$ cat src/rtl/rpc_pkg.sv
`timescale 1ns / 1ps
// Shared types, constants and the arctangent table of the rectangular/polar converter.
package rpc_pkg;

    // Angle width inside the CORDIC pipeline, in 1/2048 degree.
    localparam int ANG_W = 21;
    // Rotation datapath width: 16-bit input times 16-bit gain, plus CORDIC growth.
    localparam int ROT_W = 34;

    localparam logic [1:0] OP_RECT  = 2'd0;
    localparam logic [1:0] OP_POLAR = 2'd1;

    localparam logic [15:0]              GAIN_Q16     = 16'd39797;
    localparam logic signed [17:0]       GAIN_POS     = 18'sd39797;
    localparam logic signed [17:0]       GAIN_NEG     = -18'sd39797;
    localparam logic signed [ANG_W-1:0]  DEG90        = 21'sd184320;
    localparam logic signed [ANG_W-1:0]  DEG180       = 21'sd368640;
    localparam logic signed [16:0]       TURN_OUT     = 17'sd46080;
    localparam logic signed [16:0]       HALF_OUT     = 17'sd23040;
    localparam logic signed [16:0]       NEG_HALF_OUT = -17'sd23040;

    typedef struct packed {
        logic [1:0]         op;
        logic signed [15:0] first_value;
        logic signed [15:0] second_value;
    } t_in_word;

    typedef struct packed {
        logic signed [15:0] x_out;
        logic signed [15:0] y_out;
        logic [15:0]        magnitude;
        logic signed [15:0] angle_out;
        logic               form_error;
    } t_out_word;

    // Control bits that travel with each pipeline stage.
    typedef struct packed {
        logic valid;
        logic form_error;
        logic rotate;
        logic zero;
    } t_ctl;

    // atan(2^-idx) in 1/2048 degree.
    function automatic logic signed [ANG_W-1:0] atan_entry(input logic [4:0] idx);
        logic signed [ANG_W-1:0] v;
        case (idx)
            5'd0:    v = 21'sd92160;
            5'd1:    v = 21'sd54405;
            5'd2:    v = 21'sd28746;
            5'd3:    v = 21'sd14592;
            5'd4:    v = 21'sd7324;
            5'd5:    v = 21'sd3666;
            5'd6:    v = 21'sd1833;
            5'd7:    v = 21'sd917;
            5'd8:    v = 21'sd458;
            5'd9:    v = 21'sd229;
            5'd10:   v = 21'sd115;
            5'd11:   v = 21'sd57;
            5'd12:   v = 21'sd29;
            5'd13:   v = 21'sd14;
            5'd14:   v = 21'sd7;
            5'd15:   v = 21'sd4;
            5'd16:   v = 21'sd2;
            5'd17:   v = 21'sd1;
            default: v = 21'sd0;
        endcase
        return v;
    endfunction

endpackage

$ cat src/rtl/rpc_rot_stage.sv
`timescale 1ns / 1ps
// One rotation-mode CORDIC iteration with its pipeline register.
module rpc_rot_stage #(
    parameter int IDX = 0
) (
    input  logic                                  i_clk,
    input  logic                                  i_rst_n,
    input  logic                                  i_en,
    input  rpc_pkg::t_ctl                         i_ctl,
    input  logic signed [rpc_pkg::ROT_W-1:0]      i_x,
    input  logic signed [rpc_pkg::ROT_W-1:0]      i_y,
    input  logic signed [rpc_pkg::ANG_W-1:0]      i_z,
    output rpc_pkg::t_ctl                         o_ctl,
    output logic signed [rpc_pkg::ROT_W-1:0]      o_x,
    output logic signed [rpc_pkg::ROT_W-1:0]      o_y,
    output logic signed [rpc_pkg::ANG_W-1:0]      o_z
);

    logic signed [rpc_pkg::ANG_W-1:0] w_atan;
    logic signed [rpc_pkg::ROT_W-1:0] w_dx;
    logic signed [rpc_pkg::ROT_W-1:0] w_dy;
    logic signed [rpc_pkg::ROT_W-1:0] n_x;
    logic signed [rpc_pkg::ROT_W-1:0] n_y;
    logic signed [rpc_pkg::ANG_W-1:0] n_z;
    rpc_pkg::t_ctl                    r_ctl;
    logic signed [rpc_pkg::ROT_W-1:0] r_x;
    logic signed [rpc_pkg::ROT_W-1:0] r_y;
    logic signed [rpc_pkg::ANG_W-1:0] r_z;

    assign w_atan = rpc_pkg::atan_entry(5'(IDX));
    assign w_dx   = i_y >>> IDX;
    assign w_dy   = i_x >>> IDX;

    // Rectangular items pass untouched.
    always_comb begin
        n_x = i_x;
        n_y = i_y;
        n_z = i_z;
        if (i_ctl.rotate) begin
            if (i_z >= 0) begin
                n_x = i_x - w_dx;
                n_y = i_y + w_dy;
                n_z = i_z - w_atan;
            end else begin
                n_x = i_x + w_dx;
                n_y = i_y - w_dy;
                n_z = i_z + w_atan;
            end
        end
    end

    always_ff @(posedge i_clk) begin
        if (!i_rst_n) begin
            r_ctl <= '0;
        end else if (i_en) begin
            r_ctl <= i_ctl;
        end
    end

    always_ff @(posedge i_clk) begin
        if (i_en) begin
            r_x <= n_x;
            r_y <= n_y;
            r_z <= n_z;
        end
    end

    assign o_ctl = r_ctl;
    assign o_x   = r_x;
    assign o_y   = r_y;
    assign o_z   = r_z;

endmodule

$ cat config.mk
export PLATFORM = sky130hd
export DESIGN_NAME = rpc_rot_stage
export DESIGN_NICKNAME = d
export VERILOG_FILES = /design/src/rtl/rpc_pkg.sv /design/src/rtl/rpc_rot_stage.sv
export SDC_FILE = /design/constraint.sdc
export NUM_CORES = 1
export LEC_CHECK = 0
export BUFFER_PORTS_ARGS = -buffer_cell sky130_fd_sc_hd__buf_4
export CORE_ASPECT_RATIO = 1.2
export CORE_MARGIN = 2
export CORE_UTILIZATION = 50
export CTS_CLUSTER_DIAMETER = 60
export DETAILED_ROUTE_END_ITERATION = 16
export PLACE_DENSITY_LB_ADDON = 0.08
export SLEW_MARGIN = 20
export SYNTH_ARGS = -nofsm -noshare
export SYNTH_HDL_FRONTEND = slang
export SYNTH_SLANG_ARGS = --single-unit
$ cat constraint.sdc
create_clock -name i_clk -period 3.1 [get_ports i_clk]
set_clock_uncertainty 0.2 [all_clocks]
set_input_delay 0.465 -clock i_clk [delete_from_list [all_inputs] [get_ports i_clk]]
set_output_delay 0.465 -clock i_clk [all_outputs]
set_load 0.005 [all_outputs]
-- Word-level counts from Yosys, hierarchy flattened
Index checks and enable logic that the tools add are counted.
W data, S select, Z words.
- register bits after elaboration: 93
- input port bits: 96
- output and inout bits: 93
- logic and storage cells: 19
- add/subtract/negate cells: 5
- $lt $le $gt $ge: 1
- mux-type cells: 6
- operator list (operator ; count):
    $mux W34 ; 4
    $sub A34 B34 Y34 ; 2
    $mux W21 ; 2
    $add A34 B34 Y34 ; 1
    $add A21 B18 Y21 const B ; 1
    $ge A21 B1 Y1 const B ; 1
    $sub A21 B18 Y21 const B ; 1

-- Logic depth before layout (Yosys ltp)
- word-level depth: 3
- depth in mapped cells: 15
- mapped depth without buffers: 13

-- Worst setup path after synthesis
OpenSTA, ideal clock, no wires.
- kind: input port to flip-flop
- start point: input i_z[20] (netlist name)
- end point: register r_z (netlist bit o_z[18]), data pin
- setup time: 260 ps
- arrival: 2852 ps
- required time: 2640 ps
- path slack: -212 ps
- stages: 13
- path buffers: 3
- cell sequence: clkbuf_1 -> inv_1 -> clkbuf_1 -> clkbuf_1 -> ha_1 -> a21o_1 -> a21oi_1 -> o21bai_1 -> a21oi_1 -> o21bai_1 -> a21oi_1 -> xnor2_1 -> mux2_2
- word-level cells in the longest chain between the ends: 3
- RTL lines (item ; line ; RTL):
    from (decl) ; rpc_rot_stage.sv:12 ; input logic signed [rpc_pkg::ANG_W-1:0] i_z,
    $ge A21 B1 Y1 ; rpc_rot_stage.sv:40 ; if (i_z >= 0) begin
    $mux W21 ; rpc_rot_stage.sv:40 ;
    $mux W21 ; rpc_rot_stage.sv:39 ; if (i_ctl.rotate) begin
    net n_z, one bit ; rpc_rot_stage.sv:24 ; logic signed [rpc_pkg::ANG_W-1:0] n_z;
    to (signal assigned) ; rpc_rot_stage.sv:64 ; r_z <= n_z;
    to (decl) ; rpc_rot_stage.sv:28 ; logic signed [rpc_pkg::ANG_W-1:0] r_z;
The timed path passes the listed nets, and every way through them passes these cells.
A chain may end at the register's enable or synchronous reset.

-- Final worst setup path
- start point: input i_x[6] (netlist name)
- end point: register r_x (netlist bit o_x[21]), data pin
- word-level cells in the longest chain between the ends: 3
- elaborated cells between the ends (all ways): 4
- those cells by class: 2 x add/sub; 2 x mux
- RTL lines (item ; line ; RTL):
    from (decl) ; rpc_rot_stage.sv:10 ; input logic signed [rpc_pkg::ROT_W-1:0] i_x,
    $add A34 B34 Y34 / $sub A34 B34 Y34 (equally long branches) ; rpc_rot_stage.sv:45, rpc_rot_stage.sv:41 ;
    $mux W34 (*) ; rpc_rot_stage.sv:40 ;
    $mux W34 (*) ; rpc_rot_stage.sv:39 ;
    net n_x, one bit ; rpc_rot_stage.sv:22 ; logic signed [rpc_pkg::ROT_W-1:0] n_x;
    to (signal assigned) ; rpc_rot_stage.sv:62 ; r_x <= n_x;
    to (decl) ; rpc_rot_stage.sv:26 ; logic signed [rpc_pkg::ROT_W-1:0] r_x;
The timed path passes the listed nets; every way through them passes the cells marked *.

==> results.py <==
metrics = {
    "status": {
        "status": "finished, violations left",
        "violations": "negative setup slack",
    },
    "placement": {
        "dp.cells": 1872,
        "dp_hpwl_mm": 26.0,
        "port_buffers": 188,
        "place.gp.congestion": 1.00,
        "place_ws_ns": -0.601,
        "placed_cell_area_mm2": 0.0135,
    },
    "power": {
        "powerDensity_mw_per_mm2": 361,
        "leakage_uw": 0.00666,
        "ir_drop_mv": 0.264,
    },
    "setup_path": {
        "reg2reg_depth": 2,
        "worstSetupEndpoint": "o_x[21]$_DFFE_PP_",
        "cp_num_cells": 14,
        "critPathCaptureType": "flop",
        "max_stage_delay_ns": 0.57,
        "critPathLaunchType": "primary input",
        "critPathMaxFanout": 4,
        "r2r_slack_ns": 2.26,
        "worstPathArrival_ns": 3.04,
        "worstSetupStartpoint": "i_x[6]",
        "crit_chain": "buf_8, inv_4, ha_4, nor2b_4, or4b_4, nand3_4, o21bai_4, buf_6, a21bo_4, a31oi_4, o31ai_4, a211oi_2, xnor2_2, o221ai_1",
        "r2r_end": "o_ctl[3]$_SDFFE_PN0P_",
        "critPathBufInv": 3,
        "crit_required_ns": 3.01,
        "crit_type": "in -> reg",
        "critPathSlowestCell": "or4b_4",
        "crit_family": "compound AO/OA/AOI/OAI gates",
        "r2r-start": "o_ctl[3]$_SDFFE_PN0P_",
    },
    "cts": {
        "cts_tree": "yes",
        "clkLatencyLatePin_ns": 0.37,
        "cts_max_level": 3,
        "cts_buffer_depth": 2,
        "clkTransAtPathRegs_ns": 0.08,
        "cts_root_buffer": "clkbuf_16",
        "cts.sinks": 93,
        "cts_buffers": 9,
    },
    "global_routing": {
        "track_usage_pct": 30.8,
        "grt_max_degree": 79,
        "grt_pass1_wl_mm": 51.5,
        "grt_pass1_vias": 10400,
        "overflow": 0,
        "grt_antenna_before_repair": 0,
    },
    "floorplanning": {
        "start_util_pct": 50.6,
        "die_area_mm2": 0.0209,
        "die_w_um": 132,
        "row_count": 56,
        "die_h_um": 158,
        "num_io_pins": 189,
        "fp.coreArea_mm2": 0.0195,
    },
    "timing": {
        "rsz0062_at_grt": "true",
        "max_freq_mhz": 319,
        "min_period_over_period_pct": 101,
        "worst_pin_slew_ns": 0.592,
        "drv_slew": 0,
        "setup_slack_ns": -0.0311,
        "setup-tns-final_ns": -0.0463,
        "finalHoldViolCount": 0,
        "relSlewSlack_pct": 60.1,
        "layout_min_cycle_time_ns": 3.13,
        "setup_viol": 2,
    },
    "synthesis": {
        "syn_inst": 1200,
        "synth-seq-area-share_pct": 27.9,
        "syn_area_per_cell_um2": 8.22,
        "synth_seq_cells": 93,
        "syn_nets": 1407,
        "synth-async-reset-ratio_pct": 0,
        "synthFlopType": "edfxtp_1",
        "synth.cell_area_mm2": 0.00986,
        "yosys_warnings": 0,
        "synth_edf_count": 89,
        "synth_cell_types": 85,
    },
    "finish": {
        "syn2layout_area_growth_pct": 50.2,
        "multiInputGateArea_mm2": 0.00725,
        "layout-drive-gt1-share_pct": 40.6,
        "nets": 1845,
        "fillers": 1523,
        "design_area_mm2": 0.0148,
        "fin_util_pct": 76.0,
        "fin_cells": 1904,
        "insertedDiodeCount": 0,
        "seq_area_mm2": 0.00275,
    },
    "run": {
        "cap_viol_max_count": 0,
    },
    "route": {
        "wl_per_cell_um": 17.8,
        "vias_per_cell": 5.61,
        "drt_pass1_iterations": 5,
        "drc": 0,
        "vias": 10700,
        "drtIter0Drc": 659,
        "drt_wl_total_mm": 33.8,
        "ant_nets": 0,
    },
    "min_path": {
        "worstHoldPathType": "in -> reg",
    },
}
power by group:
part / total, µW / switching [µW] / internal, µW
Combinational: 2580 / 1290 / 1290
Sequential: 1610 / 46.7 / 1560
Clock: 1160 / 592 / 564
Total: 5340 / 1930 / 3410
layout make-up:
class / instances / area share (%)
Clock buffer: 10 / 1.55
Clock inverter: 6 / 0.372
Inverter: 107 / 2.76
Multi-Input combinational cell: 936 / 49.0
Sequential cell: 93 / 18.6
Tap cell: 261 / 2.21
Timing Repair Buffer: 491 / 25.6
flip-flops by register name, summed over array words and instances (netlist names):
register and count:
o_ctl 4, o_x 34, o_y 34, o_z 21
worst min path at each step:
stage,startpoint,endpoint,slack [ns],cells after the start
after floorplan,o_ctl[0]$_SDFFE_PN0P_,o_ctl[0]$_SDFFE_PN0P_,0.31,2
after global placement,o_ctl[3]$_SDFFE_PN0P_,o_ctl[3]$_SDFFE_PN0P_,0.30,2
after detailed placement,o_ctl[0]$_SDFFE_PN0P_,o_ctl[0]$_SDFFE_PN0P_,0.30,2
after CTS,i_z[5],o_z[5]$_DFFE_PP_,0.06,1
after global routing,i_z[5],o_z[5]$_DFFE_PP_,0.06,1
final,i_z[5],o_z[5]$_DFFE_PP_,0.07,1
logic make-up after synthesis:
kind of cell,count (synthesis),share of synthesized area [%]
DFF,93,27.9
and+or+nand+nor,320,15.5
AOI/OAI and AO/OA,410,26.5
adders and majority gates,111,14.4
muxes,25,2.63
buffers and inverters,171,6.89
xor gates and xnor gates,70,6.22
cells in the mapped netlist (all sizes together) (3+ instances only):
library cell	n	share of area [%]
nor2b	16	1.0
o31a	3	0.27
a21bo	4	0.47
a41o	4	0.41
o311ai	3	0.27
ha	107	14
clkbuf	37	1.4
nand4	9	0.57
mux2	7	0.80
nand3b	3	0.23
o211ai	7	0.53
o21ai	93	4.9
xor2	8	0.71
a2111oi	4	0.42
inv	106	4.0
dfxtp	4	0.81
a31oi	12	1.1
a41oi	5	0.44
a21o	19	1.4
or2	3	0.19
a21oi	166	8.4
xnor2	62	5.5
mux2i	18	1.8
o21bai	26	2.0
nand3	23	1.2
or3	10	0.63
a21boi	4	0.34
and2	10	0.63
nor2	122	4.6
nand2b	9	0.57
a221oi	7	0.81
buf	27	1.4
o221ai	3	0.27
nor3	19	0.96
or4	3	0.23
edfxtp	89	27
a211oi	5	0.53
fa	4	0.81
nor4	8	0.57
nand2	70	2.7
o31ai	13	1.2
o21a	13	0.99
and3	7	0.50
per-stage QoR:
stage               total power [µW]  hold WS, ns
global route                    5610       0.0599
floorplan                       2800        0.307
finish                          5340       0.0683
CTS                             5130       0.0643
global placement                3910        0.300
detailed placement              3920        0.304
metal layers:
metal | share of wire (%) | GRT usage [%] | wire (µm)
met5 | 0 | 0 | 0
met4 | 3.9 | 14.9 | 1310
met3 | 6.0 | 4.16 | 2040
met1 | 40 | 36.9 | 13700
met2 | 50 | 54.8 | 16800
what timing repair did:
action / 4_1_cts / 5_1_grt
setup endpoints to repair: 29 / 39
pin swaps: 11 / 74
buffers inserted: 2 / 14
hold buffers: 0 / 0
gates resized for setup: 37 / 147
layout by cell type (no fill, tap or decap), types with 11 or more instances in the layout:
master    synthesis  layout
buf_4             4     475
a21oi_1         166     145
nor2_1          122     115
inv_1           105      97
edfxtp_1         89      89
ha_1            107      82
o21ai_0          86      74
nand2_1          70      68
xnor2_1          62      61
o21bai_1         25      22
nand3_1          22      21
a21o_1           19      19
a21oi_2           0      19
mux2i_1          18      18
ha_4              0      15
nor3_1           19      14
o21a_1           13      13
o21ai_1           3      12
nor2b_1          15      11
worst reg2reg max path, delay by kind of cell, from the launching register on:
kind	cells	cell delay, ns
flip-flops	1	0.32
multiplexers	1	0.15
AND/OR/NAND/NOR	1	0.07
No activity file was read; power rests on OpenSTA's default activity.
