## src/rtl/rpc_pkg.sv

```systemverilog
`timescale 1ns / 1ps
// Shared types, constants and the arctangent table of the rectangular/polar converter.
package rpc_pkg;

    // Angle width inside the CORDIC pipeline, in 1/2048 degree.
    localparam int ANG_W = 21;
    // Rotation datapath width: 16-bit input times 16-bit gain, plus CORDIC growth.
    localparam int ROT_W = 34;

    localparam logic [1:0] OP_RECT  = 2'd0;
    localparam logic [1:0] OP_POLAR = 2'd1;

    localparam logic [15:0]              GAIN_Q16     = 16'd39797;
    localparam logic signed [17:0]       GAIN_POS     = 18'sd39797;
    localparam logic signed [17:0]       GAIN_NEG     = -18'sd39797;
    localparam logic signed [ANG_W-1:0]  DEG90        = 21'sd184320;
    localparam logic signed [ANG_W-1:0]  DEG180       = 21'sd368640;
    localparam logic signed [16:0]       TURN_OUT     = 17'sd46080;
    localparam logic signed [16:0]       HALF_OUT     = 17'sd23040;
    localparam logic signed [16:0]       NEG_HALF_OUT = -17'sd23040;

    typedef struct packed {
        logic [1:0]         op;
        logic signed [15:0] first_value;
        logic signed [15:0] second_value;
    } t_in_word;

    typedef struct packed {
        logic signed [15:0] x_out;
        logic signed [15:0] y_out;
        logic [15:0]        magnitude;
        logic signed [15:0] angle_out;
        logic               form_error;
    } t_out_word;

    // Control bits that travel with each pipeline stage.
    typedef struct packed {
        logic valid;
        logic form_error;
        logic rotate;
        logic zero;
    } t_ctl;

    // atan(2^-idx) in 1/2048 degree.
    function automatic logic signed [ANG_W-1:0] atan_entry(input logic [4:0] idx);
        logic signed [ANG_W-1:0] v;
        case (idx)
            5'd0:    v = 21'sd92160;
            5'd1:    v = 21'sd54405;
            5'd2:    v = 21'sd28746;
            5'd3:    v = 21'sd14592;
            5'd4:    v = 21'sd7324;
            5'd5:    v = 21'sd3666;
            5'd6:    v = 21'sd1833;
            5'd7:    v = 21'sd917;
            5'd8:    v = 21'sd458;
            5'd9:    v = 21'sd229;
            5'd10:   v = 21'sd115;
            5'd11:   v = 21'sd57;
            5'd12:   v = 21'sd29;
            5'd13:   v = 21'sd14;
            5'd14:   v = 21'sd7;
            5'd15:   v = 21'sd4;
            5'd16:   v = 21'sd2;
            5'd17:   v = 21'sd1;
            default: v = 21'sd0;
        endcase
        return v;
    endfunction

endpackage

```

## src/rtl/rpc_vec_stage.sv

```systemverilog
`timescale 1ns / 1ps
// One vectoring-mode CORDIC iteration with its pipeline register.
module rpc_vec_stage #(
    parameter int VW     = 35,
    parameter int PASS_W = 32,
    parameter int IDX    = 0
) (
    input  logic                                  i_clk,
    input  logic                                  i_rst_n,
    input  logic                                  i_en,
    input  rpc_pkg::t_ctl                         i_ctl,
    input  logic [PASS_W-1:0]                     i_pass,
    input  logic signed [VW-1:0]                  i_x,
    input  logic signed [VW-1:0]                  i_y,
    input  logic signed [rpc_pkg::ANG_W-1:0]      i_z,
    output rpc_pkg::t_ctl                         o_ctl,
    output logic [PASS_W-1:0]                     o_pass,
    output logic signed [VW-1:0]                  o_x,
    output logic signed [VW-1:0]                  o_y,
    output logic signed [rpc_pkg::ANG_W-1:0]      o_z
);

    logic signed [rpc_pkg::ANG_W-1:0] w_atan;
    logic signed [VW-1:0]             w_dx;
    logic signed [VW-1:0]             w_dy;
    logic signed [VW-1:0]             n_x;
    logic signed [VW-1:0]             n_y;
    logic signed [rpc_pkg::ANG_W-1:0] n_z;
    rpc_pkg::t_ctl                    r_ctl;
    logic [PASS_W-1:0]                r_pass;
    logic signed [VW-1:0]             r_x;
    logic signed [VW-1:0]             r_y;
    logic signed [rpc_pkg::ANG_W-1:0] r_z;

    assign w_atan = rpc_pkg::atan_entry(5'(IDX));
    assign w_dx   = i_y >>> IDX;
    assign w_dy   = i_x >>> IDX;

    // Drive y toward zero, accumulating the angle.
    always_comb begin
        if (i_y >= 0) begin
            n_x = i_x + w_dx;
            n_y = i_y - w_dy;
            n_z = i_z + w_atan;
        end else begin
            n_x = i_x - w_dx;
            n_y = i_y + w_dy;
            n_z = i_z - w_atan;
        end
    end

    always_ff @(posedge i_clk) begin
        if (!i_rst_n) begin
            r_ctl <= '0;
        end else if (i_en) begin
            r_ctl <= i_ctl;
        end
    end

    always_ff @(posedge i_clk) begin
        if (i_en) begin
            r_pass <= i_pass;
            r_x    <= n_x;
            r_y    <= n_y;
            r_z    <= n_z;
        end
    end

    assign o_ctl  = r_ctl;
    assign o_pass = r_pass;
    assign o_x    = r_x;
    assign o_y    = r_y;
    assign o_z    = r_z;

endmodule

```

## config.mk

```make
export PLATFORM = sky130hd
export DESIGN_NAME = rpc_vec_stage
export DESIGN_NICKNAME = d
export VERILOG_FILES = /design/src/rtl/rpc_pkg.sv /design/src/rtl/rpc_vec_stage.sv
export SDC_FILE = /design/constraint.sdc
export NUM_CORES = 1
export LEC_CHECK = 0
export ABC_AREA = 1
export BUFFER_PORTS_ARGS = -buffer_cell sky130_fd_sc_hd__buf_4
export CAP_MARGIN = 0
export CORE_UTILIZATION = 58
export CTS_BUF_LIST = sky130_fd_sc_hd__clkbuf_2 sky130_fd_sc_hd__clkbuf_4 sky130_fd_sc_hd__clkbuf_8
export CTS_CLUSTER_SIZE = 14
export DETAILED_ROUTE_END_ITERATION = 16
export GPL_TIMING_DRIVEN = 0
export PLACE_DENSITY = 0.94
export SYNTH_ARGS = -nofsm -noshare
export SYNTH_HDL_FRONTEND = slang
export SYNTH_SLANG_ARGS = --single-unit
export TNS_END_PERCENT = 1
```

## constraint.sdc

```tcl
create_clock -name i_clk -period 2.8 [get_ports i_clk]
set_input_delay 0.42 -clock i_clk [delete_from_list [all_inputs] [get_ports i_clk]]
set_output_delay 0.42 -clock i_clk [all_outputs]
set_load 0.05 [all_outputs]
```

# Yosys cells after proc, flatten, opt, wreduce, memory -nomap -nowiden
# Cells that the tools add are included.
[totals]
reg_bits = 127
in_bits = 130
output_inout_bits = 127
wordCells = 17
[classes]
add_sub_neg = 5
n_lt_le_gt_ge = 1
mux = 3
[op_table]
columns = ["cell", "n"]
rows = [
  ["$mux 35", 2],
  ["$sub 35x35->35", 2],
  ["$add 35x35->35", 1],
  ["$ge 35x1->1 const B", 1],
  ["$add 21x18->21 const B", 1],
  ["$mux 21", 1],
  ["$sub 21x18->21 const B", 1],
]

# Longest topological paths before layout
# Gate-level depths: netlist (run 1).
[depth]
ltp_word = 2
ltp_mapped = 17
ltp_nobuf = 16

# Worst setup path before layout (run 1)
# OpenSTA, ideal clock, no wires.
[synth_path]
path_kind = "input to register"
startpoint = "input port i_y[34]"
endpoint = "register r_z, in the netlist o_z[17] (data pin)"
setup_time_ns = 0.258
arrival_ns = 2.104
required_ns = 2.542
slack_ns = 0.438
cell_stages = 10
n_path_buf = 3
path_cell_list = "buf_2 inv_1 clkbuf_1 buf_2 fa_1 o21ai_0 a21oi_1 nor2_1 nor2_1 xnor2_1"
[synth_between]
elab_chain_cells = 2
[synth_rtl]
columns = ["item", "line", "source"]
rows = [
  ["from (decl)", "rpc_vec_stage.sv:14", "input logic signed [VW-1:0] i_y,"],
  ["$ge 35x1->1", "rpc_vec_stage.sv:41", "if (i_y >= 0) begin"],
  ["$mux 21", "rpc_vec_stage.sv:41", ""],
  ["via n_z, one bit", "rpc_vec_stage.sv:28", "logic signed [rpc_pkg::ANG_W-1:0] n_z;"],
  ["to (signal assigned)", "rpc_vec_stage.sv:65", "r_z <= n_z;"],
  ["to (decl)", "rpc_vec_stage.sv:33", "logic signed [rpc_pkg::ANG_W-1:0] r_z;"],
]
# The timed path passes the listed nets, and every way through them passes these cells.
# A chain may end at the register's enable or synchronous reset.

# Worst setup path in the final report (run 1)
# Ends and elaborated chain as after synthesis.

==> results of run 1 <==
## sequential cells by signal, indices dropped and copies added, names as in the netlist
name    flops
o_ctl       4
o_pass     32
o_x        35
o_y        34
o_z        21
## cells in the mapped netlist, drive strengths merged, types with 2 or more instances
master / count / area [um2]
and2: 5 / 31.3
inv: 271 / 1020
mux2i: 3 / 30.0
buf: 43 / 280
nor4: 2 / 18.8
nand4: 12 / 75.1
o31ai: 2 / 15.0
nor3: 19 / 125
o21ai: 105 / 541
ha: 112 / 1400
o21a: 2 / 15.0
o21bai: 12 / 90.1
nand3b: 4 / 30.0
xor2: 33 / 289
nand3: 159 / 811
a21oi: 130 / 662
nand2: 484 / 1880
a31oi: 2 / 12.5
xnor2: 5 / 43.8
nor2: 146 / 623
fa: 4 / 80.1
dfxtp: 4 / 80.1
or2: 4 / 25.0
o22ai: 5 / 31.3
edfxtp: 122 / 3660
a21o: 3 / 22.5
clkbuf: 5 / 18.8
## area by class of cell
class,count,share of cell area (%)
well taps,270,2.32
clock inverters,15,0.747
clock buffers,17,1.61
diodes,1,0.0172
flip-flops and latches,126,25.7
inverters,271,6.98
multi-input cells,1255,47.2
plain buffers,47,2.04
repair buffers,257,13.4
## logic make-up (layout without fill, tap and decap cells)
| group | after synthesis | in the layout | share of synthesized area, % |
|---|---|---|---|
| simple gates | 835 | 835 | 30.3 |
| buf+inv | 319 | 607 | 11.0 |
| compound gates | 263 | 263 | 11.8 |
| flops | 126 | 126 | 31.4 |
| fa+ha+maj | 116 | 116 | 12.4 |
| xor+xnor | 38 | 38 | 2.79 |
| mux | 3 | 3 | 0.252 |
| other cells | 0 | 1 | 0 |
## what timing repair did
item	4_1_cts	5_1_grt
gates resized for setup	1	0
buffers inserted	0	0
pin swaps	0	0
hold buffers	0	0
setup endpoints to repair	2	3
cloned	0	0
## metrics by stage
stage | cell area, um2 | setup slack (ps) | power (W) | hold slack, ps | setup TNS, ps
after detailed placement | 14200 | -569 | 0.00577 | 525 | -2730
after CTS | 14600 | 48.2 | 0.00724 | 116 | 0
after global placement | 14200 | -297 | 0.00568 | 481 | -1010
after global routing | 14600 | 103 | 0.00759 | 122 | 0
final | 14600 | 83.7 | 0.00733 | 135 | 0
after floorplan | 11900 | 438 | 0.00463 | 519 | 0
## worst paths after layout
kind	endpoint	depth (start not counted)	from
max	o_z[17]$_DFFE_PP_	10	i_y[34]
min	o_z[10]$_DFFE_PP_	1	i_z[10]
max reg2reg	o_ctl[1]$_SDFFE_PN0P_	2	o_ctl[1]$_SDFFE_PN0P_
min reg2reg	o_ctl[0]$_SDFFE_PN0P_	2	o_ctl[0]$_SDFFE_PN0P_
## layer usage
metal,vias up,track usage (%),wire length (um)
met5,-,0,0
met4,0,16.8,1880
met3,157,10.7,6170
met2,949,68.1,19700
met1,5991,52.2,16200
li1,6045,-,-
## power breakdown
| group | switching [W] | total (W) | internal (W) |
|---|---|---|---|
| Clock | 0.000878 | 0.00150 | 0.000620 |
| Sequential | 0.0000759 | 0.00243 | 0.00236 |
| Combinational | 0.00241 | 0.00340 | 0.000994 |
| Total | 0.00336 | 0.00733 | 0.00397 |
## critical path, stage by stage
cell and delay, ps:
buf_4 130, buf_2 270, inv_1 270, buf_4 310, fa_1 510, o21ai_0 530
a21oi_1 140, nor2_1 140, nor2_1 80, xnor2_1 120
==> flow_summary.json, run 1 <==
{
  "insertion_delay_ps": 450,
  "grt_usage_pct": 41.5,
  "die-area_um2": 21100,
  "mostFrequentLayoutCell": "nand2_1",
  "vias_per_cell": 5.82,
  "worstPathRequired_ps": 3010,
  "cap_violations": 0,
  "critPathMaxFanout": 13,
  "first_iter_violations": 1532,
  "final_max_slew_viol_count": 0,
  "startpoint_type": "input port",
  "rows": 52,
  "top_level_ports": 257,
  "grt_start_max_net_pins": 74,
  "finish.net_count": 2221,
  "final_period_minus_worst_setup_slack_ps": 2720,
  "synth-edff-count": 122,
  "port-buffer-count": 256,
  "dpl.hpwl_mm": 36.3,
  "fin_worst_skew_ps": 0,
  "flow.area_growth_from_synthesis_pct": 22.1,
  "synth-seq-area-share_pct": 31.4,
  "postRouteWirelength_mm": 44.0,
  "postSynthRegisterBits": 126,
  "worst_slew_pin_slew_ps": 920,
  "final_replace_weighted_congestion": 1.02,
  "syn-mean-instance-area_um2": 7.02,
  "postRouteAntennaNets": 0,
  "layout.cells.most_common_list": "nand2_1 (463), buf_4 (276), inv_1 (259)",
  "r2r_slack_ps": 2130,
  "share_of_the_core_filled_with_cells_in_the_final_layout_pct": 72.2,
  "ys.warnings.count": 0,
  "ys_types": 45,
  "worst_setup_hold_path_clk_slew_ps": 80,
  "min_period_over_period_pct": 97.0,
  "mappedNetlistNets": 1946,
  "static-leakage-power_nw": 7.41,
  "slew-limit-headroom_pct": 38.6,
  "multi_input_area_um2": 6870,
  "max-vdd-ir-drop_mv": 0.309,
  "die-width_um": 145,
  "drive_above_1_share_pct": 20.2,
  "inserted_clock_buffers": 17,
  "synthesis.instances": 1700,
  "grt.overflow.total": 0,
  "antenna_violations_before_repair": 1,
  "result_of_the_run": "finished, final reports clean",
  "wl_per_cell_um": 19.5,
  "worst_hold_path_type": "input port to flop",
  "number_of_levels_in_the_clock_h_tree": 4,
  "finalHoldViolations": 0,
  "end_kind": "flop",
  "placed_cells": 2227,
  "fill_cells": 1625,
  "path_class": "input port to flop",
  "via_count": 13100,
  "synth_async_sr_flop_share_pct": 0,
  "clk_path_buf_depth": 2,
  "drt_pre_antenna_iters": 7,
  "core_um2": 20200,
  "initial_core_util_pct": 59.2,
  "seq_area_um2": 3740,
  "clock-root-buffer": "clkbuf_8",
  "power.density_cell_area_nw_per_um2": 504,
  "wire_length_of_the_first_global_routing_pass_mm": 66.9,
  "worst-endpoint-arrival_ps": 2930,
  "syn_area_um2": 11900,
  "max_freq_mhz": 368,
  "postSynth.topFlopCell": "edfxtp_1",
  "detail_route.drc_violations": 0,
  "die_y_um": 145,
  "clock-sinks": 126,
  "instances_no_fill": 2259,
  "via_count_of_the_first_global_routing_pass": 12500,
  "number_of_setup_violations_in_the_final_report": 0,
  "rsz0062_at_grt": "false",
  "tritoncts": "done"
}
Power figures use the tool's default switching activity.
==> run 2: changes to the inputs <==
--- a/config.mk
+++ b/config.mk
@@ -8,11 +8,14 @@
 export ABC_AREA = 1
 export BUFFER_PORTS_ARGS = -buffer_cell sky130_fd_sc_hd__buf_4
 export CAP_MARGIN = 0
-export CORE_UTILIZATION = 58
+export CELL_PAD_IN_SITES_DETAIL_PLACEMENT = 0
+export CELL_PAD_IN_SITES_GLOBAL_PLACEMENT = 1
+export CORE_UTILIZATION = 41
 export CTS_BUF_LIST = sky130_fd_sc_hd__clkbuf_2 sky130_fd_sc_hd__clkbuf_4 sky130_fd_sc_hd__clkbuf_8
 export CTS_CLUSTER_SIZE = 14
 export DETAILED_ROUTE_END_ITERATION = 16
 export GPL_TIMING_DRIVEN = 0
+export HOLD_SLACK_MARGIN = 0.08
 export PLACE_DENSITY = 0.94
 export SYNTH_ARGS = -nofsm -noshare
 export SYNTH_HDL_FRONTEND = slang
==> flow_summary.json, run 2 (synthesis results as in run 1) <==
{
  "min_period_over_period_pct": 96.3,
  "fin_worst_skew_ps": 0,
  "drive_above_1_share_pct": 20.3,
  "post_cts_hold_buffer_count": 0,
  "slew-limit-headroom_pct": 39.5,
  "timing.critical_path.slowest_stage_cell": "buf_2",
  "finish.net_count": 2221,
  "hold_path.startpoint": "i_z[5]",
  "drt_pre_antenna_iters": 13,
  "timing.critical_path.from": "i_y[34]",
  "final_max_slew_viol_count": 0,
  "whs_path_depth": 1,
  "tritoncts": "done",
  "antenna_violations_before_repair": 0,
  "r2r_start": "o_ctl[0]$_SDFFE_PN0P_",
  "layout.cells.most_common_list": "nand2_1 (463), buf_4 (275), inv_1 (259)",
  "end_kind": "flop",
  "die-width_um": 173,
  "placement.setup.worst_slack_ps": -535,
  "rows": 62,
  "clock-sinks": 126,
  "hold-worst-slack_ps": 122,
  "clk_path_buf_depth": 2,
  "p_total_w": 0.00738,
  "inserted_clock_buffers": 17,
  "finalInstanceArea_um2": 14800,
  "max-vdd-ir-drop_mv": 0.245,
  "wire_length_of_the_first_global_routing_pass_mm": 63.2,
  "number_of_levels_in_the_clock_h_tree": 4,
  "failing_checks": "design-rule violations",
  "via_count": 12300,
  "worst_path_dominant_cell_family": "buffers and inverters",
  "startpoint_type": "input port",
  "die-area_um2": 29800,
  "finalHoldViolations": 0,
  "cap_violations": 0,
  "flow.area_growth_from_synthesis_pct": 23.7,
  "worstPathRequired_ps": 3020,
  "postRouteWirelength_mm": 41.3,
  "insertion_delay_ps": 460,
  "path_class": "input port to flop",
  "final_replace_weighted_congestion": 0.952,
  "critPathMaxFanout": 13,
  "core_um2": 28700,
  "crit_path_max_incr_delay_ps": 490,
  "postRouteAntennaNets": 0,
  "vias_per_cell": 5.20,
  "reg2reg_depth": 2,
  "rsz0062_at_grt": "false",
  "final_period_minus_worst_setup_slack_ps": 2700,
  "number_of_setup_violations_in_the_final_report": 0,
  "flip_flop_count_of_the_largest_register_after_layout": 35,
  "port-buffer-count": 256,
  "mostFrequentLayoutCell": "nand2_1",
  "max_freq_mhz": 371,
  "worst-endpoint-arrival_ps": 2920,
  "placed_cells": 2341,
  "die_y_um": 173,
  "power.density_cell_area_nw_per_um2": 500,
  "grt_usage_pct": 27.8,
  "detailed_place.area_um2": 14400,
  "cp.buffers_inverters": 4,
  "cp_cell_sequence": "buf_4 -> buf_2 -> inv_1 -> buf_2 -> ha_1 -> nand2_1 -> o21ai_0 -> a21oi_1 -> nor2_1 -> nor2_1 -> xnor2_1",
  "top_level_ports": 257,
  "grt.overflow.total": 0,
  "clock-root-buffer": "clkbuf_8",
  "instances_no_fill": 2372,
  "dpl.hpwl_mm": 34.0,
  "worst_hold_path_type": "input port to flop",
  "worst_setup_hold_path_clk_slew_ps": 90,
  "initial_core_util_pct": 41.6,
  "detail_route.drc_violations": 2,
  "first_iter_violations": 1034,
  "num_antenna_cells": 0,
  "post_cts.repair.setup_buffers": 0,
  "final_critical_path_setup_slack_ps": 104,
  "static-leakage-power_nw": 7.45,
  "via_count_of_the_first_global_routing_pass": 11800,
  "wl_per_cell_um": 17.4,
  "result_of_the_run": "finished with violations",
  "grt_start_max_net_pins": 74,
  "critical_path_depth": 11,
  "worst_slew_pin_slew_ps": 907
}
[run 2: layout make-up]
type | count | area [um2]
fillers | 2876 | 13900
multi-input cells | 1255 | 6870
flip-flops and latches | 126 | 3740
repair buffers | 257 | 1950
inverters | 271 | 1020
well taps | 384 | 480
plain buffers | 47 | 295
clock buffers | 17 | 234
clock inverters | 15 | 168
[run 2: path summary, 6_finish.rpt]
| check | end | slack [ps] |
|---|---|---|
| min reg2reg | o_ctl[2]$_SDFFE_PN0P_ | 510 |
| min | o_z[5]$_DFFE_PP_ | 120 |
| max | o_z[17]$_DFFE_PP_ | 100 |
| max reg2reg | o_ctl[0]$_SDFFE_PN0P_ | 2180 |
[run 2: where the power goes]
group	total [W]	internal, W	switching (W)
clock	0.00168	0.000748	0.000932
combinational	0.00329	0.000992	0.00230
sequential	0.00242	0.00235	0.0000620
total	0.00738	0.00409	0.00329
[run 2: metal layers]
layer / track usage [%] / share of wire [%]
met1: 37.2 / 44
met2: 45.1 / 45
met3: 4.22 / 7.2
met4: 10.4 / 3.1
met5: 0 / 0
[run 2: per-stage QoR]
| step | utilization (%) | setup TNS [ps] |
|---|---|---|
| after global placement | 49.9 | -2360 |
| final | 51.4 | 0 |
| after floorplan | - | 0 |
| after detailed placement | 50.0 | -2870 |
| after CTS | 51.4 | 0 |
| after global routing | 51.4 | 0 |
[run 2: repair_timing]
action | 4_1_cts | 5_1_grt
endpoints found under the hold margin | 0 | 0
endpoints found under the setup margin | 1 | 0
gates resized for setup | 0 | 0
[run 2: worst register-to-register path, cell delays in order, from the launching register on]
cell,delay [ps]
dfxtp_1,320
o21ai_0,150
nor2_1,60
