$ cat src/rtl/rpc_pkg.sv
`timescale 1ns / 1ps
// Shared types, constants and the arctangent table of the rectangular/polar converter.
package rpc_pkg;

    // Angle width inside the CORDIC pipeline, in 1/2048 degree.
    localparam int ANG_W = 21;
    // Rotation datapath width: 16-bit input times 16-bit gain, plus CORDIC growth.
    localparam int ROT_W = 34;

    localparam logic [1:0] OP_RECT  = 2'd0;
    localparam logic [1:0] OP_POLAR = 2'd1;

    localparam logic [15:0]              GAIN_Q16     = 16'd39797;
    localparam logic signed [17:0]       GAIN_POS     = 18'sd39797;
    localparam logic signed [17:0]       GAIN_NEG     = -18'sd39797;
    localparam logic signed [ANG_W-1:0]  DEG90        = 21'sd184320;
    localparam logic signed [ANG_W-1:0]  DEG180       = 21'sd368640;
    localparam logic signed [16:0]       TURN_OUT     = 17'sd46080;
    localparam logic signed [16:0]       HALF_OUT     = 17'sd23040;
    localparam logic signed [16:0]       NEG_HALF_OUT = -17'sd23040;

    typedef struct packed {
        logic [1:0]         op;
        logic signed [15:0] first_value;
        logic signed [15:0] second_value;
    } t_in_word;

    typedef struct packed {
        logic signed [15:0] x_out;
        logic signed [15:0] y_out;
        logic [15:0]        magnitude;
        logic signed [15:0] angle_out;
        logic               form_error;
    } t_out_word;

    // Control bits that travel with each pipeline stage.
    typedef struct packed {
        logic valid;
        logic form_error;
        logic rotate;
        logic zero;
    } t_ctl;

    // atan(2^-idx) in 1/2048 degree.
    function automatic logic signed [ANG_W-1:0] atan_entry(input logic [4:0] idx);
        logic signed [ANG_W-1:0] v;
        case (idx)
            5'd0:    v = 21'sd92160;
            5'd1:    v = 21'sd54405;
            5'd2:    v = 21'sd28746;
            5'd3:    v = 21'sd14592;
            5'd4:    v = 21'sd7324;
            5'd5:    v = 21'sd3666;
            5'd6:    v = 21'sd1833;
            5'd7:    v = 21'sd917;
            5'd8:    v = 21'sd458;
            5'd9:    v = 21'sd229;
            5'd10:   v = 21'sd115;
            5'd11:   v = 21'sd57;
            5'd12:   v = 21'sd29;
            5'd13:   v = 21'sd14;
            5'd14:   v = 21'sd7;
            5'd15:   v = 21'sd4;
            5'd16:   v = 21'sd2;
            5'd17:   v = 21'sd1;
            default: v = 21'sd0;
        endcase
        return v;
    endfunction

endpackage

$ cat src/rtl/rpc_out_buf.sv
`timescale 1ns / 1ps
// Output register with a one-word skid stage; freezes the pipeline when the skid is full.
module rpc_out_buf (
    input  logic                i_clk,
    input  logic                i_rst_n,
    input  logic                i_valid,
    input  rpc_pkg::t_out_word  i_word,
    output logic                o_advance,
    output logic                o_valid,
    input  logic                i_ready,
    output rpc_pkg::t_out_word  o_word
);

    logic               r_out_valid;
    logic               r_skid_valid;
    rpc_pkg::t_out_word r_out;
    rpc_pkg::t_out_word r_skid;
    logic               w_stalled;

    assign w_stalled = r_out_valid && !i_ready;
    assign o_advance = !r_skid_valid;

    always_ff @(posedge i_clk) begin
        if (!i_rst_n) begin
            r_out_valid  <= 1'b0;
            r_skid_valid <= 1'b0;
        end else if (w_stalled) begin
            if (!r_skid_valid && i_valid) begin
                r_skid_valid <= 1'b1;
            end
        end else if (r_skid_valid) begin
            r_out_valid  <= 1'b1;
            r_skid_valid <= 1'b0;
        end else begin
            r_out_valid  <= i_valid;
        end
    end

    always_ff @(posedge i_clk) begin
        if (w_stalled) begin
            if (!r_skid_valid) begin
                r_skid <= i_word;
            end
        end else if (r_skid_valid) begin
            r_out <= r_skid;
        end else begin
            r_out <= i_word;
        end
    end

    assign o_valid = r_out_valid;
    assign o_word  = r_out;

endmodule

$ cat config.mk
export PLATFORM = sky130hd
export DESIGN_NAME = rpc_out_buf
export DESIGN_NICKNAME = d
export VERILOG_FILES = /design/src/rtl/rpc_pkg.sv /design/src/rtl/rpc_out_buf.sv
export SDC_FILE = /design/constraint.sdc
export NUM_CORES = 1
export LEC_CHECK = 0
export BUFFER_PORTS_ARGS = -buffer_cell sky130_fd_sc_hd__buf_2
export CAP_MARGIN = 20
export CORE_MARGIN = 3
export CORE_UTILIZATION = 50
export DETAILED_ROUTE_END_ITERATION = 10
export GPL_TIMING_DRIVEN = 0
export PLACE_DENSITY = 0.81
export SLEW_MARGIN = 10
export SYNTH_ARGS = -nofsm -noshare
export SYNTH_HDL_FRONTEND = slang
export SYNTH_SLANG_ARGS = --single-unit
$ cat constraint.sdc
create_clock -name i_clk -period 11.2 [get_ports i_clk]
set_input_delay 0.56 -clock i_clk [delete_from_list [all_inputs] [get_ports i_clk]]
set_output_delay 0.56 -clock i_clk [all_outputs]
set_load 0.02 [all_outputs]
* Yosys cells after proc, flatten, opt, wreduce, memory -nomap -nowiden
Index checks and enable logic that the tools add are counted.
Word-level totals: register bits after elaboration 132, output and inout port bits 67, word-level logic and storage cells 19
Cells by class: multiplexer cells 2, reductions and logical operators 5
Operators by type and width (count):
- 65-bit 2-to-1 mux | 1
- 1-bit logical AND | 2
- 1-bit logical NOT | 2
- 2-bit AND reduction | 1
- 1-bit 2-to-1 mux | 1

* Depth between registers and ports, before layout
Gate-level depths: netlist of run 1.
depth in word-level cells 3, gate-level depth with buffers 5, depth with buffers taken out 3

* Worst setup path after synthesis of run 1
Ideal clock, no wire load.
path kind input to register, from input i_ready, to register r_out_valid, in the netlist o_valid, setup time 0.126 ns, data arrival time 4.405 ns, data required time 11.074 ns, path slack 6.668 ns, stages on the path 3, path buffers 0, cells stage by stage nand2b_1 > inv_1 > o31a_1
On the way: word-level cells in the longest chain between the ends 2
RTL lines:
- start: declaration | RTL line rpc_out_buf.sv:10 | input logic i_ready,
- 1-bit logical NOT | RTL line rpc_out_buf.sv:20 | assign w_stalled = r_out_valid && !i_ready;
- 1-bit logical AND | RTL line rpc_out_buf.sv:20
- net w_stalled | RTL line rpc_out_buf.sv:18 | logic w_stalled;
- end signal: assignment | RTL line rpc_out_buf.sv:35 | r_out_valid <= i_valid;
- end: declaration | RTL line rpc_out_buf.sv:14 | logic r_out_valid;
The timed path passes the listed nets, and every way through them passes these cells. A chain may end at the register's enable or synchronous reset.

* Final worst setup path of run 1
from register r_skid_valid, to output o_advance
On the way: word-level cells in the longest chain between the ends 1
RTL lines:
- start: declaration | RTL line rpc_out_buf.sv:15 | logic r_skid_valid;
- start signal: assignment | RTL line rpc_out_buf.sv:26 | r_skid_valid <= 1'b0;
- start signal: assignment | RTL line rpc_out_buf.sv:29 | r_skid_valid <= 1'b1;
- start signal: assignment | RTL line rpc_out_buf.sv:33 | r_skid_valid <= 1'b0;
- 1-bit logical NOT
- end: declaration | RTL line rpc_out_buf.sv:8 | output logic o_advance,
Every way passes these cells.

==> results.sh, run 1 <==
export IMPL_gp_congestion=0.692
export IMPL_synth_edff_count=130
export IMPL_vias_per_cell=4.90
export IMPL_placed_cell_area_um2=5720
export IMPL_arrival_ns=1.45
export IMPL_cp_required_ns=10.64
export IMPL_cts_resized=0
export IMPL_ys_flop_type="edfxtp_1"
export IMPL_n_antenna_cell=0
export IMPL_synth_top_area_cell="edfxtp_1"
export IMPL_firstDrtPassIters=4
export IMPL_antenna_left=0
export IMPL_yosysMostFrequentCell="edfxtp_1"
export IMPL_synth_cell_types=11
export IMPL_vias=2486
export IMPL_fillers=640
export IMPL_power_leakage_nw=2.47
export IMPL_start_util_pct=51.8
export IMPL_maxCapViolations=0
export IMPL_wl_mm=8.45
export IMPL_grt_antenna_before_repair=0
export IMPL_grt_start_max_net_pins=38
export IMPL_nets=436
export IMPL_drv_slew=0
export IMPL_avgSynthCellArea_um2=22.9
export IMPL_setup_tns_ns=0
export IMPL_synth_area_leaders="edfxtp_1 (81%), mux2_2 (11%), mux2_4 (5.3%)"
export IMPL_fin_crit_sh_pct=18.0
export IMPL_synth_cells=211
export IMPL_crit_path_max_fanout=10
export IMPL_hold_viol=0
export IMPL_synth_cells_most_frequent="edfxtp_1 (130), mux2_2 (48), mux2_4 (17)"
export IMPL_coreArea_um2=9330
export IMPL_syn_num_nets=280
export IMPL_numCtsBuffers=17
export IMPL_grt_usage_pct=16.3
export IMPL_ys_ff_latch=132
export IMPL_cts_sinks=132
export IMPL_rsz0062_at_grt="no"
export IMPL_cts_tree="yes"
export IMPL_area_growth_pct=30.7
export IMPL_portBuffers=135
export IMPL_grt_pass1_vias=2660
export IMPL_clock_path_buffers=2
export IMPL_first_iter_violations=82
export IMPL_drive_gt1_share_pct=63.8
export IMPL_fmax_ghz=0.496
export IMPL_cts_root_buf="clkbuf_8"
export IMPL_die_w_um=104
export IMPL_fin_area_um2=6320
export IMPL_syn_area_um2=4840
export IMPL_synth_top_area_share_pct=80.7
export IMPL_tightest_slew_ns=0.513
export IMPL_dieArea_um2=10900
export IMPL_rows=35
export IMPL_ir_drop_v=0.000122
export IMPL_overflow=0
export IMPL_status="complete, no violations"
export IMPL_grt_first_pass_wirelength_mm=13.8
export IMPL_yosys_warnings=0
export IMPL_insertion_delay_ns=0.49
export IMPL_cp_start_kind="flop"
export IMPL_endpoint_kind="output port"
export IMPL_crit_type="reg2out"
export IMPL_seq_area_frac_synth_pct=81.6
export IMPL_hold_path_class="in2reg"
export IMPL_post_cts_setup_buffer_count=0
export IMPL_io_pins=136
export IMPL_die_y_um=104
export IMPL_routedWlPerCell_um=16.7
export IMPL_slew_headroom_pct=65.8
export IMPL_finalSetupViolCount=0
export IMPL_drc_errors=0
export IMPL_htree_levels=4
export IMPL_fin_skew_ns=0.00626
export IMPL_synth_async_reset_ratio_pct=0
export IMPL_power_density_nw_per_um2=194
export IMPL_dp_hpwl_mm=5.57
export IMPL_holdBufCountCts=0
export IMPL_period_minus_slack_ns=2.01
export IMPL_clkTransAtPathRegs_ns=0.06
export IMPL_hold_ws_ns=0.301
==> cell families (layout without fill, tap and decap cells) <==
group | after synthesis | after routing | synth area share (%)
mux | 65 | 65 | 16.5
buf+inv | 10 | 177 | 1.50
simple gates | 2 | 2 | 0.207
compound gates | 2 | 2 | 0.285
flops | 132 | 132 | 81.6
==> area by class of cell <==
class                   instances  area (um^2)  share of cell area [%]
inverters                       2         10.0                   0.158
well taps                     129          161                    2.55
clock buffers                  17          414                    6.55
repair buffers                137          716                    11.3
plain buffers                   8         65.1                    1.03
flip-flops and latches        132         3940                    62.4
clock inverters                13          185                    2.93
multi-input cells              69          827                    13.1
==> registers in the layout (all words and copies together) (netlist names) <==
signal / count
o_word: 65
r_skid: 65
o_valid: 1
r_skid_valid: 1
==> power by group <==
part	total (W)	switching, W	internal, W
Clock	0.000555	0.000196	0.000359
Sequential	0.000583	0.00000692	0.000576
Combinational	0.0000905	0.0000534	0.0000371
Total	0.00123	0.000256	0.000972
==> layout by cell type (no fill, tap or decap) <==
master / synthesis / routed
mux2_2: 48 / 48
clkinv_2: 0 / 1
clkinv_4: 0 / 2
buf_2: 4 / 139
clkbuf_8: 0 / 1
inv_6: 0 / 1
nor2_1: 1 / 1
edfxtp_1: 130 / 130
dfxtp_1: 2 / 2
o31a_1: 1 / 1
inv_4: 0 / 1
bufinv_16: 0 / 4
buf_6: 4 / 4
clkinv_1: 0 / 1
o21ai_0: 1 / 1
nand2b_4: 0 / 1
buf_12: 0 / 2
mux2_4: 17 / 17
clkinvlp_4: 0 / 4
inv_1: 2 / 1
clkbuf_16: 0 / 16
==> worst max-delay path, cell delays in order, from the launching register on <==
cell and delay, ns:
dfxtp_1 0.32, buf_6 0.11, buf_6 0.15, buf_6 0.18, inv_1 0.05, buf_2 0.15
==> path summary, 6_finish.rpt <==
check	startpoint	to	slack, ns	cells past startpoint
min	i_valid	o_valid	0.30	2
max	r_skid_valid	o_advance	9.19	5
max reg2reg	o_valid	r_skid[41]	9.44	3
min reg2reg	r_skid[45]	o_word[45]	0.56	1
==> metrics by stage <==
step | setup slack (ns) | cells | power, W | util [%]
after floorplan | 6.67 | 211 | 0.000646 | -
after global placement | 4.44 | 475 | 0.000681 | 60.8
after detailed placement | 9.04 | 477 | 0.000685 | 61.4
after CTS | 9.15 | 507 | 0.00124 | 67.8
after global routing | 9.10 | 507 | 0.00127 | 67.8
final | 9.19 | 507 | 0.00123 | 67.8
==> routing by layer <==
metal | up-vias | track usage [%] | part of all wire [%]
li1 | 1150 | - | -
met1 | 1237 | 20.5 | 41
met2 | 92 | 26.9 | 52
met3 | 7 | 5.34 | 6.0
met4 | 0 | 5.13 | 0.84
met5 | - | 0 | 0
(Power assumes the default switching activity.)
==> run 2: changes to the inputs <==
--- a/config.mk
+++ b/config.mk
@@ -8,10 +8,10 @@
 export BUFFER_PORTS_ARGS = -buffer_cell sky130_fd_sc_hd__buf_2
 export CAP_MARGIN = 20
 export CORE_MARGIN = 3
-export CORE_UTILIZATION = 50
+export CORE_UTILIZATION = 46
 export DETAILED_ROUTE_END_ITERATION = 10
 export GPL_TIMING_DRIVEN = 0
-export PLACE_DENSITY = 0.81
+export PLACE_DENSITY = 0.79
 export SLEW_MARGIN = 10
 export SYNTH_ARGS = -nofsm -noshare
 export SYNTH_HDL_FRONTEND = slang
==> constraint.sdc (replaced) <==
create_clock -name i_clk -period 1.8 [get_ports i_clk]
set_input_delay 0.09 -clock i_clk [delete_from_list [all_inputs] [get_ports i_clk]]
set_output_delay 0.09 -clock i_clk [all_outputs]
set_load 0.02 [all_outputs]
==> run 2 against run 1 <==
Against the previous run: hold slack better by 0.062 ns; global-route usage is 1.3 points higher; sequential power grew to 6.2 times the previous value; die area is 8.2% higher; highest routed layer unchanged; critical path depth stayed put.
==> results.sh, run 2 (same netlist as run 1, synthesis figures left out) <==
export IMPL_dieArea_um2=11800
export IMPL_maxCapViolations=0
export IMPL_power_density_nw_per_um2=1070
export IMPL_p_sw_w=0.00158
export IMPL_tightest_slew_ns=0.918
export IMPL_power_w=0.00743
export IMPL_clock_path_buffers=2
export IMPL_nets=508
export IMPL_cts_sinks=132
export IMPL_power_leakage_nw=2.74
export IMPL_wl_mm=9.87
export IMPL_first_iter_violations=80
export IMPL_numCtsBuffers=17
export IMPL_start_util_pct=48.4
export IMPL_setup_tns_ns=0
export IMPL_dp_hpwl_mm=5.42
export IMPL_p_seq_share_pct=49.0
export IMPL_cp_start_kind="flop"
export IMPL_drc_errors=0
export IMPL_overflow=0
export IMPL_crit_type="reg2out"
export IMPL_fin_crit_sh_pct=88.3
export IMPL_post_place_ws_ns=-1.07
export IMPL_finalSetupViolCount=0
export IMPL_clkTransAtPathRegs_ns=0.06
export IMPL_hold_path_class="in2reg"
export IMPL_rsz0062_at_grt="no"
export IMPL_fin_skew_ns=0.00950
export IMPL_grt_first_pass_wirelength_mm=15.2
export IMPL_grt_start_max_net_pins=35
export IMPL_drive_gt1_share_pct=53.9
export IMPL_rows=36
export IMPL_p_sw_share_pct=21.2
export IMPL_antenna_left=0
export IMPL_die_w_um=109
export IMPL_grt_pass1_vias=2924
export IMPL_n_antenna_cell=0
export IMPL_portBuffers=135
export IMPL_cts_tree="yes"
export IMPL_final_common_cell="buf_2"
export IMPL_insertion_delay_ns=0.51
export IMPL_status="complete, no violations"
export IMPL_post_route_util_pct=69.7
export IMPL_die_y_um=109
export IMPL_period_minus_slack_ns=1.59
export IMPL_grt_antenna_before_repair=0
export IMPL_cp_required_ns=1.71
export IMPL_grt_usage_pct=17.6
export IMPL_htree_levels=4
export IMPL_p_comb_share_pct=9.3
export IMPL_arrival_ns=1.50
export IMPL_vias=2765
export IMPL_slew_headroom_pct=38.8
export IMPL_routedWlPerCell_um=16.9
export IMPL_hold_viol=0
export IMPL_io_pins=136
export IMPL_area_growth_pct=44.1
export IMPL_clkPwrFrac_pct=41.8
export IMPL_p_int_w=0.00585
export IMPL_coreArea_um2=10000
export IMPL_drv_slew=0
export IMPL_crit_path_max_fanout=10
export IMPL_gp_congestion=0.692
export IMPL_fmax_ghz=0.629
export IMPL_cts_root_buf="clkbuf_8"
export IMPL_firstDrtPassIters=4
export IMPL_vias_per_cell=4.73
export IMPL_timing_final_ws_setup_ns=0.211
export IMPL_endpoint_kind="output port"
export IMPL_most_common_layout_cells="buf_2 (139), edfxtp_1 (130), dlygate4sd3_1 (67), mux2_2 (48), mux2_4 (17)"
export IMPL_ir_drop_v=0.000595
-- run 2: cell count changes in the layout (fill, tap and decap cells not counted), moves of 2 or more --
cell,previous run,this run
clkinv_2,1,3
clkbuf_1,0,2
bufinv_16,4,2
clkinv_1,1,4
dlygate4sd3_1,0,67
buf_4,0,4
-- run 2: power groups by stage --
stage / sequential, W / combinational (W) / clock [W]
2_1_floorplan: 0.00385 / 0.000171 / 0
5_1_grt: 0.00365 / 0.000739 / 0.00331
6_report: 0.00364 / 0.000689 / 0.00310
3_5_place_dp: 0.00370 / 0.000563 / 0
4_1_cts: 0.00364 / 0.000684 / 0.00317
3_3_place_gp: 0.00369 / 0.000546 / 0
-- run 2: cell type report --
class / count / area [um^2]
timing repair inverter: 1 / 7.51
sequential: 132 / 3950
clock inverter: 12 / 115
buffer: 8 / 65.1
fill: 658 / 3030
inverter: 2 / 11.3
multi-input combinational: 70 / 836
timing repair buffer: 207 / 1400
clock buffer: 19 / 422
tap: 133 / 166
-- run 2: worst max-delay path, cell delays in order (launching register included) --
cell     delay (ns)
dfxtp_1        0.32
buf_6          0.12
buf_6          0.15
buf_6          0.18
inv_1          0.06
buf_2          0.16
-- run 2: path summary, 6_finish.rpt --
| kind | cells after the start | start | slack, ns | to |
|---|---|---|---|---|
| max | 5 | r_skid_valid | 0.21 | o_advance |
| min | 3 | i_valid | 0.36 | o_valid |
| max reg2reg | 4 | o_valid | 0.21 | r_skid[48] |
| min reg2reg | 1 | r_skid[56] | 0.57 | o_word[56] |
-- run 2: what timing repair did --
action / in CTS / in global routing
resized for setup: 1 / 0
cloned: 2 / 0
setup buffers: 2 / 2
endpoints found under the hold margin: 132 / 0
hold buffers: 67 / 0
setup endpoints to repair: 66 / 5
-- run 2: stage by stage --
step,instance area (um^2),hold WS (ns),instances
after CTS,6950,0.305,582
after global routing,6970,0.360,584
final,6970,0.363,584
after floorplan,4850,0.207,211
after global placement,5690,0.303,479
after detailed placement,5710,0.319,480
-- run 2: layer usage --
metal  routed length (um)  track usage [%]  vias up
li1                     -                -     1302
met1                 3800             20.2     1348
met2                 5300             29.9      100
met3                  624             6.39       15
met4                  147             7.03        0
met5                    0                0        -
==> run 3: changes to the inputs <==
--- a/config.mk
+++ b/config.mk
@@ -8,10 +8,11 @@
 export BUFFER_PORTS_ARGS = -buffer_cell sky130_fd_sc_hd__buf_2
 export CAP_MARGIN = 20
 export CORE_MARGIN = 3
-export CORE_UTILIZATION = 46
+export CORE_UTILIZATION = 40
 export DETAILED_ROUTE_END_ITERATION = 10
 export GPL_TIMING_DRIVEN = 0
-export PLACE_DENSITY = 0.79
+export PLACE_DENSITY = 0.7
+export SETUP_SLACK_MARGIN = 0.4
 export SLEW_MARGIN = 10
 export SYNTH_ARGS = -nofsm -noshare
 export SYNTH_HDL_FRONTEND = slang
==> run 3 against run 2 <==
Against the previous run: critical path depth did not move; total power rose by 1.3%; final area rose by 1.3%; wire length fell by 0.20%; combinational power rose by 0.7%; die area rose by 14%; via count rose by 0.83%; non-clock buffer count rose by 4; final cell count rose by 2.6%; clock skew fell by 0.0047 ns; first-iteration DRC count rose by 120%; hold slack got worse by 0.34 ns.
==> results.sh, run 3 (same netlist as run 1, synthesis figures left out) <==
export IMPL_drive_gt1_share_pct=55.5
export IMPL_coreArea_um2=11600
export IMPL_path_depth=5
export IMPL_p_sw_w=0.00160
export IMPL_r2r_start="r_skid_valid"
export IMPL_die_y_um=116
export IMPL_rows=39
export IMPL_worst_path_buf_inv=4
export IMPL_numCtsBuffers=17
export IMPL_io_pins=136
export IMPL_post_route_util_pct=60.8
export IMPL_routedWlPerCell_um=16.4
export IMPL_timing_final_ws_setup_ns=0.432
export IMPL_finalSetupViolCount=0
export IMPL_clkTransAtPathRegs_ns=0.05
export IMPL_first_iter_violations=173
export IMPL_cts_root_buf="clkbuf_16"
export IMPL_hold_viol=0
export IMPL_period_minus_slack_ns=1.37
export IMPL_clock_path_buffers=2
export IMPL_slowest_stage="dfxtp_1"
export IMPL_cp_start_kind="flop"
export IMPL_vias=2788
export IMPL_endpoint_kind="flop"
export IMPL_placed_cell_area_um2=5750
export IMPL_grt_usage_pct=15.7
export IMPL_crit_path_frequent_cell="buf_12"
export IMPL_crit_path_max_fanout=6
export IMPL_power_w=0.00752
export IMPL_grt_first_pass_wirelength_mm=15.5
export IMPL_grt_start_max_net_pins=34
export IMPL_fmax_ghz=0.731
export IMPL_maxCapViolations=0
export IMPL_drv_slew=0
export IMPL_grt_pass1_vias=3096
export IMPL_crit_chain="buf_6 > buf_12 > buf_12 > buf_4 > mux2_4"
export IMPL_fin_area_um2=7060
export IMPL_ir_drop_v=0.000892
export IMPL_p_int_w=0.00592
export IMPL_insertion_delay_ns=0.41
export IMPL_cts_tree="yes"
export IMPL_fin_crit_sh_pct=76.0
export IMPL_slew_headroom_pct=66.6
export IMPL_rsz0062_at_grt="no"
export IMPL_clkPwrFrac_pct=42.5
export IMPL_die_w_um=116
export IMPL_htree_levels=4
export IMPL_dieArea_um2=13400
export IMPL_r2r_slack_ns=0.43
export IMPL_vias_per_cell=4.65
export IMPL_nets=512
export IMPL_crit_path_end="o_word[57]"
export IMPL_hold_path_class="in2reg"
export IMPL_antenna_left=0
export IMPL_path_delay_family="buffers and inverters"
export IMPL_dp_hpwl_mm=5.77
export IMPL_most_common_layout_cells="buf_2 (136), edfxtp_1 (130), dlygate4sd3_1 (63), mux2_2 (48)"
export IMPL_p_comb_share_pct=9.2
export IMPL_wl_mm=9.85
export IMPL_timing_rr_end="o_word[57]"
export IMPL_final_common_cell="buf_2"
export IMPL_start_util_pct=41.6
export IMPL_p_seq_share_pct=48.3
export IMPL_critPathLaunch="r_skid_valid"
export IMPL_drc_errors=0
export IMPL_crit_type="reg2reg"
export IMPL_firstDrtPassIters=4
export IMPL_fin_skew_ns=0.00483
export IMPL_setup_tns_ns=0
export IMPL_cts_sinks=132
export IMPL_n_antenna_cell=0
export IMPL_cp_slowest_stage_delay_ns=0.30
export IMPL_portBuffers=135
export IMPL_power_leakage_nw=2.79
export IMPL_reg2reg_depth=5
export IMPL_grt_antenna_before_repair=0
export IMPL_status="complete, no violations"
export IMPL_arrival_ns=1.52
export IMPL_tightest_slew_ns=0.501
export IMPL_post_place_ws_ns=-0.739
export IMPL_overflow=0
export IMPL_area_growth_pct=46.0
export IMPL_power_density_nw_per_um2=1070
export IMPL_p_sw_share_pct=21.2
export IMPL_gp_congestion=0.660
export IMPL_cp_required_ns=1.95
## run 3: routing by layer
metal  up-vias  GRT usage, %  share of wire [%]
met4         0          7.27                1.7
met2        98          26.2                 50
met3        17          6.06                6.2
met1      1369          18.0                 42
met5         -             0                  0
li1       1304             -                  -
## run 3: final cells by class
| type | count | area, um^2 |
|---|---|---|
| plain buffers | 8 | 87.6 |
| flip-flops and latches | 132 | 3950 |
| clock inverters | 13 | 116 |
| fillers | 858 | 4550 |
| well taps | 143 | 179 |
| inverters | 2 | 11.3 |
| clock buffers | 19 | 433 |
| multi-input cells | 71 | 850 |
| repair buffers | 211 | 1440 |
## run 3: how the worst min path moves through the flow
stage	from	to	cells after the start
2_1_floorplan	i_valid	o_valid	1
3_3_place_gp	i_valid	o_valid	2
3_5_place_dp	i_valid	o_valid	2
4_1_cts	i_word[40]	r_skid[40]	2
5_1_grt	i_word[19]	o_word[19]	2
6_report	i_word[11]	o_word[11]	2
## run 3: power by group through the flow
| stage | combinational, W | sequential (W) | clock, W |
|---|---|---|---|
| after floorplan | 0.000171 | 0.00385 | 0 |
| after global placement | 0.000548 | 0.00369 | 0 |
| after detailed placement | 0.000572 | 0.00370 | 0 |
| after CTS | 0.000700 | 0.00364 | 0.00327 |
| after global routing | 0.000752 | 0.00365 | 0.00338 |
| final | 0.000694 | 0.00363 | 0.00319 |
## run 3: stage by stage
stage          instances  hold WS (ns)
2_1_floorplan        211         0.207
3_3_place_gp         489         0.312
3_5_place_dp         491         0.320
4_1_cts              598       0.00148
5_1_grt              599       0.00707
6_report             599        0.0233
## run 3: repair_timing
| item | CTS | global route |
|---|---|---|
| hold buffers | 63 | 0 |
| hold endpoints to repair | 123 | 0 |
| gates cloned | 2 | 0 |
| setup endpoints to repair | 132 | 30 |
| gates resized for setup | 6 | 3 |
| buffers inserted | 10 | 1 |
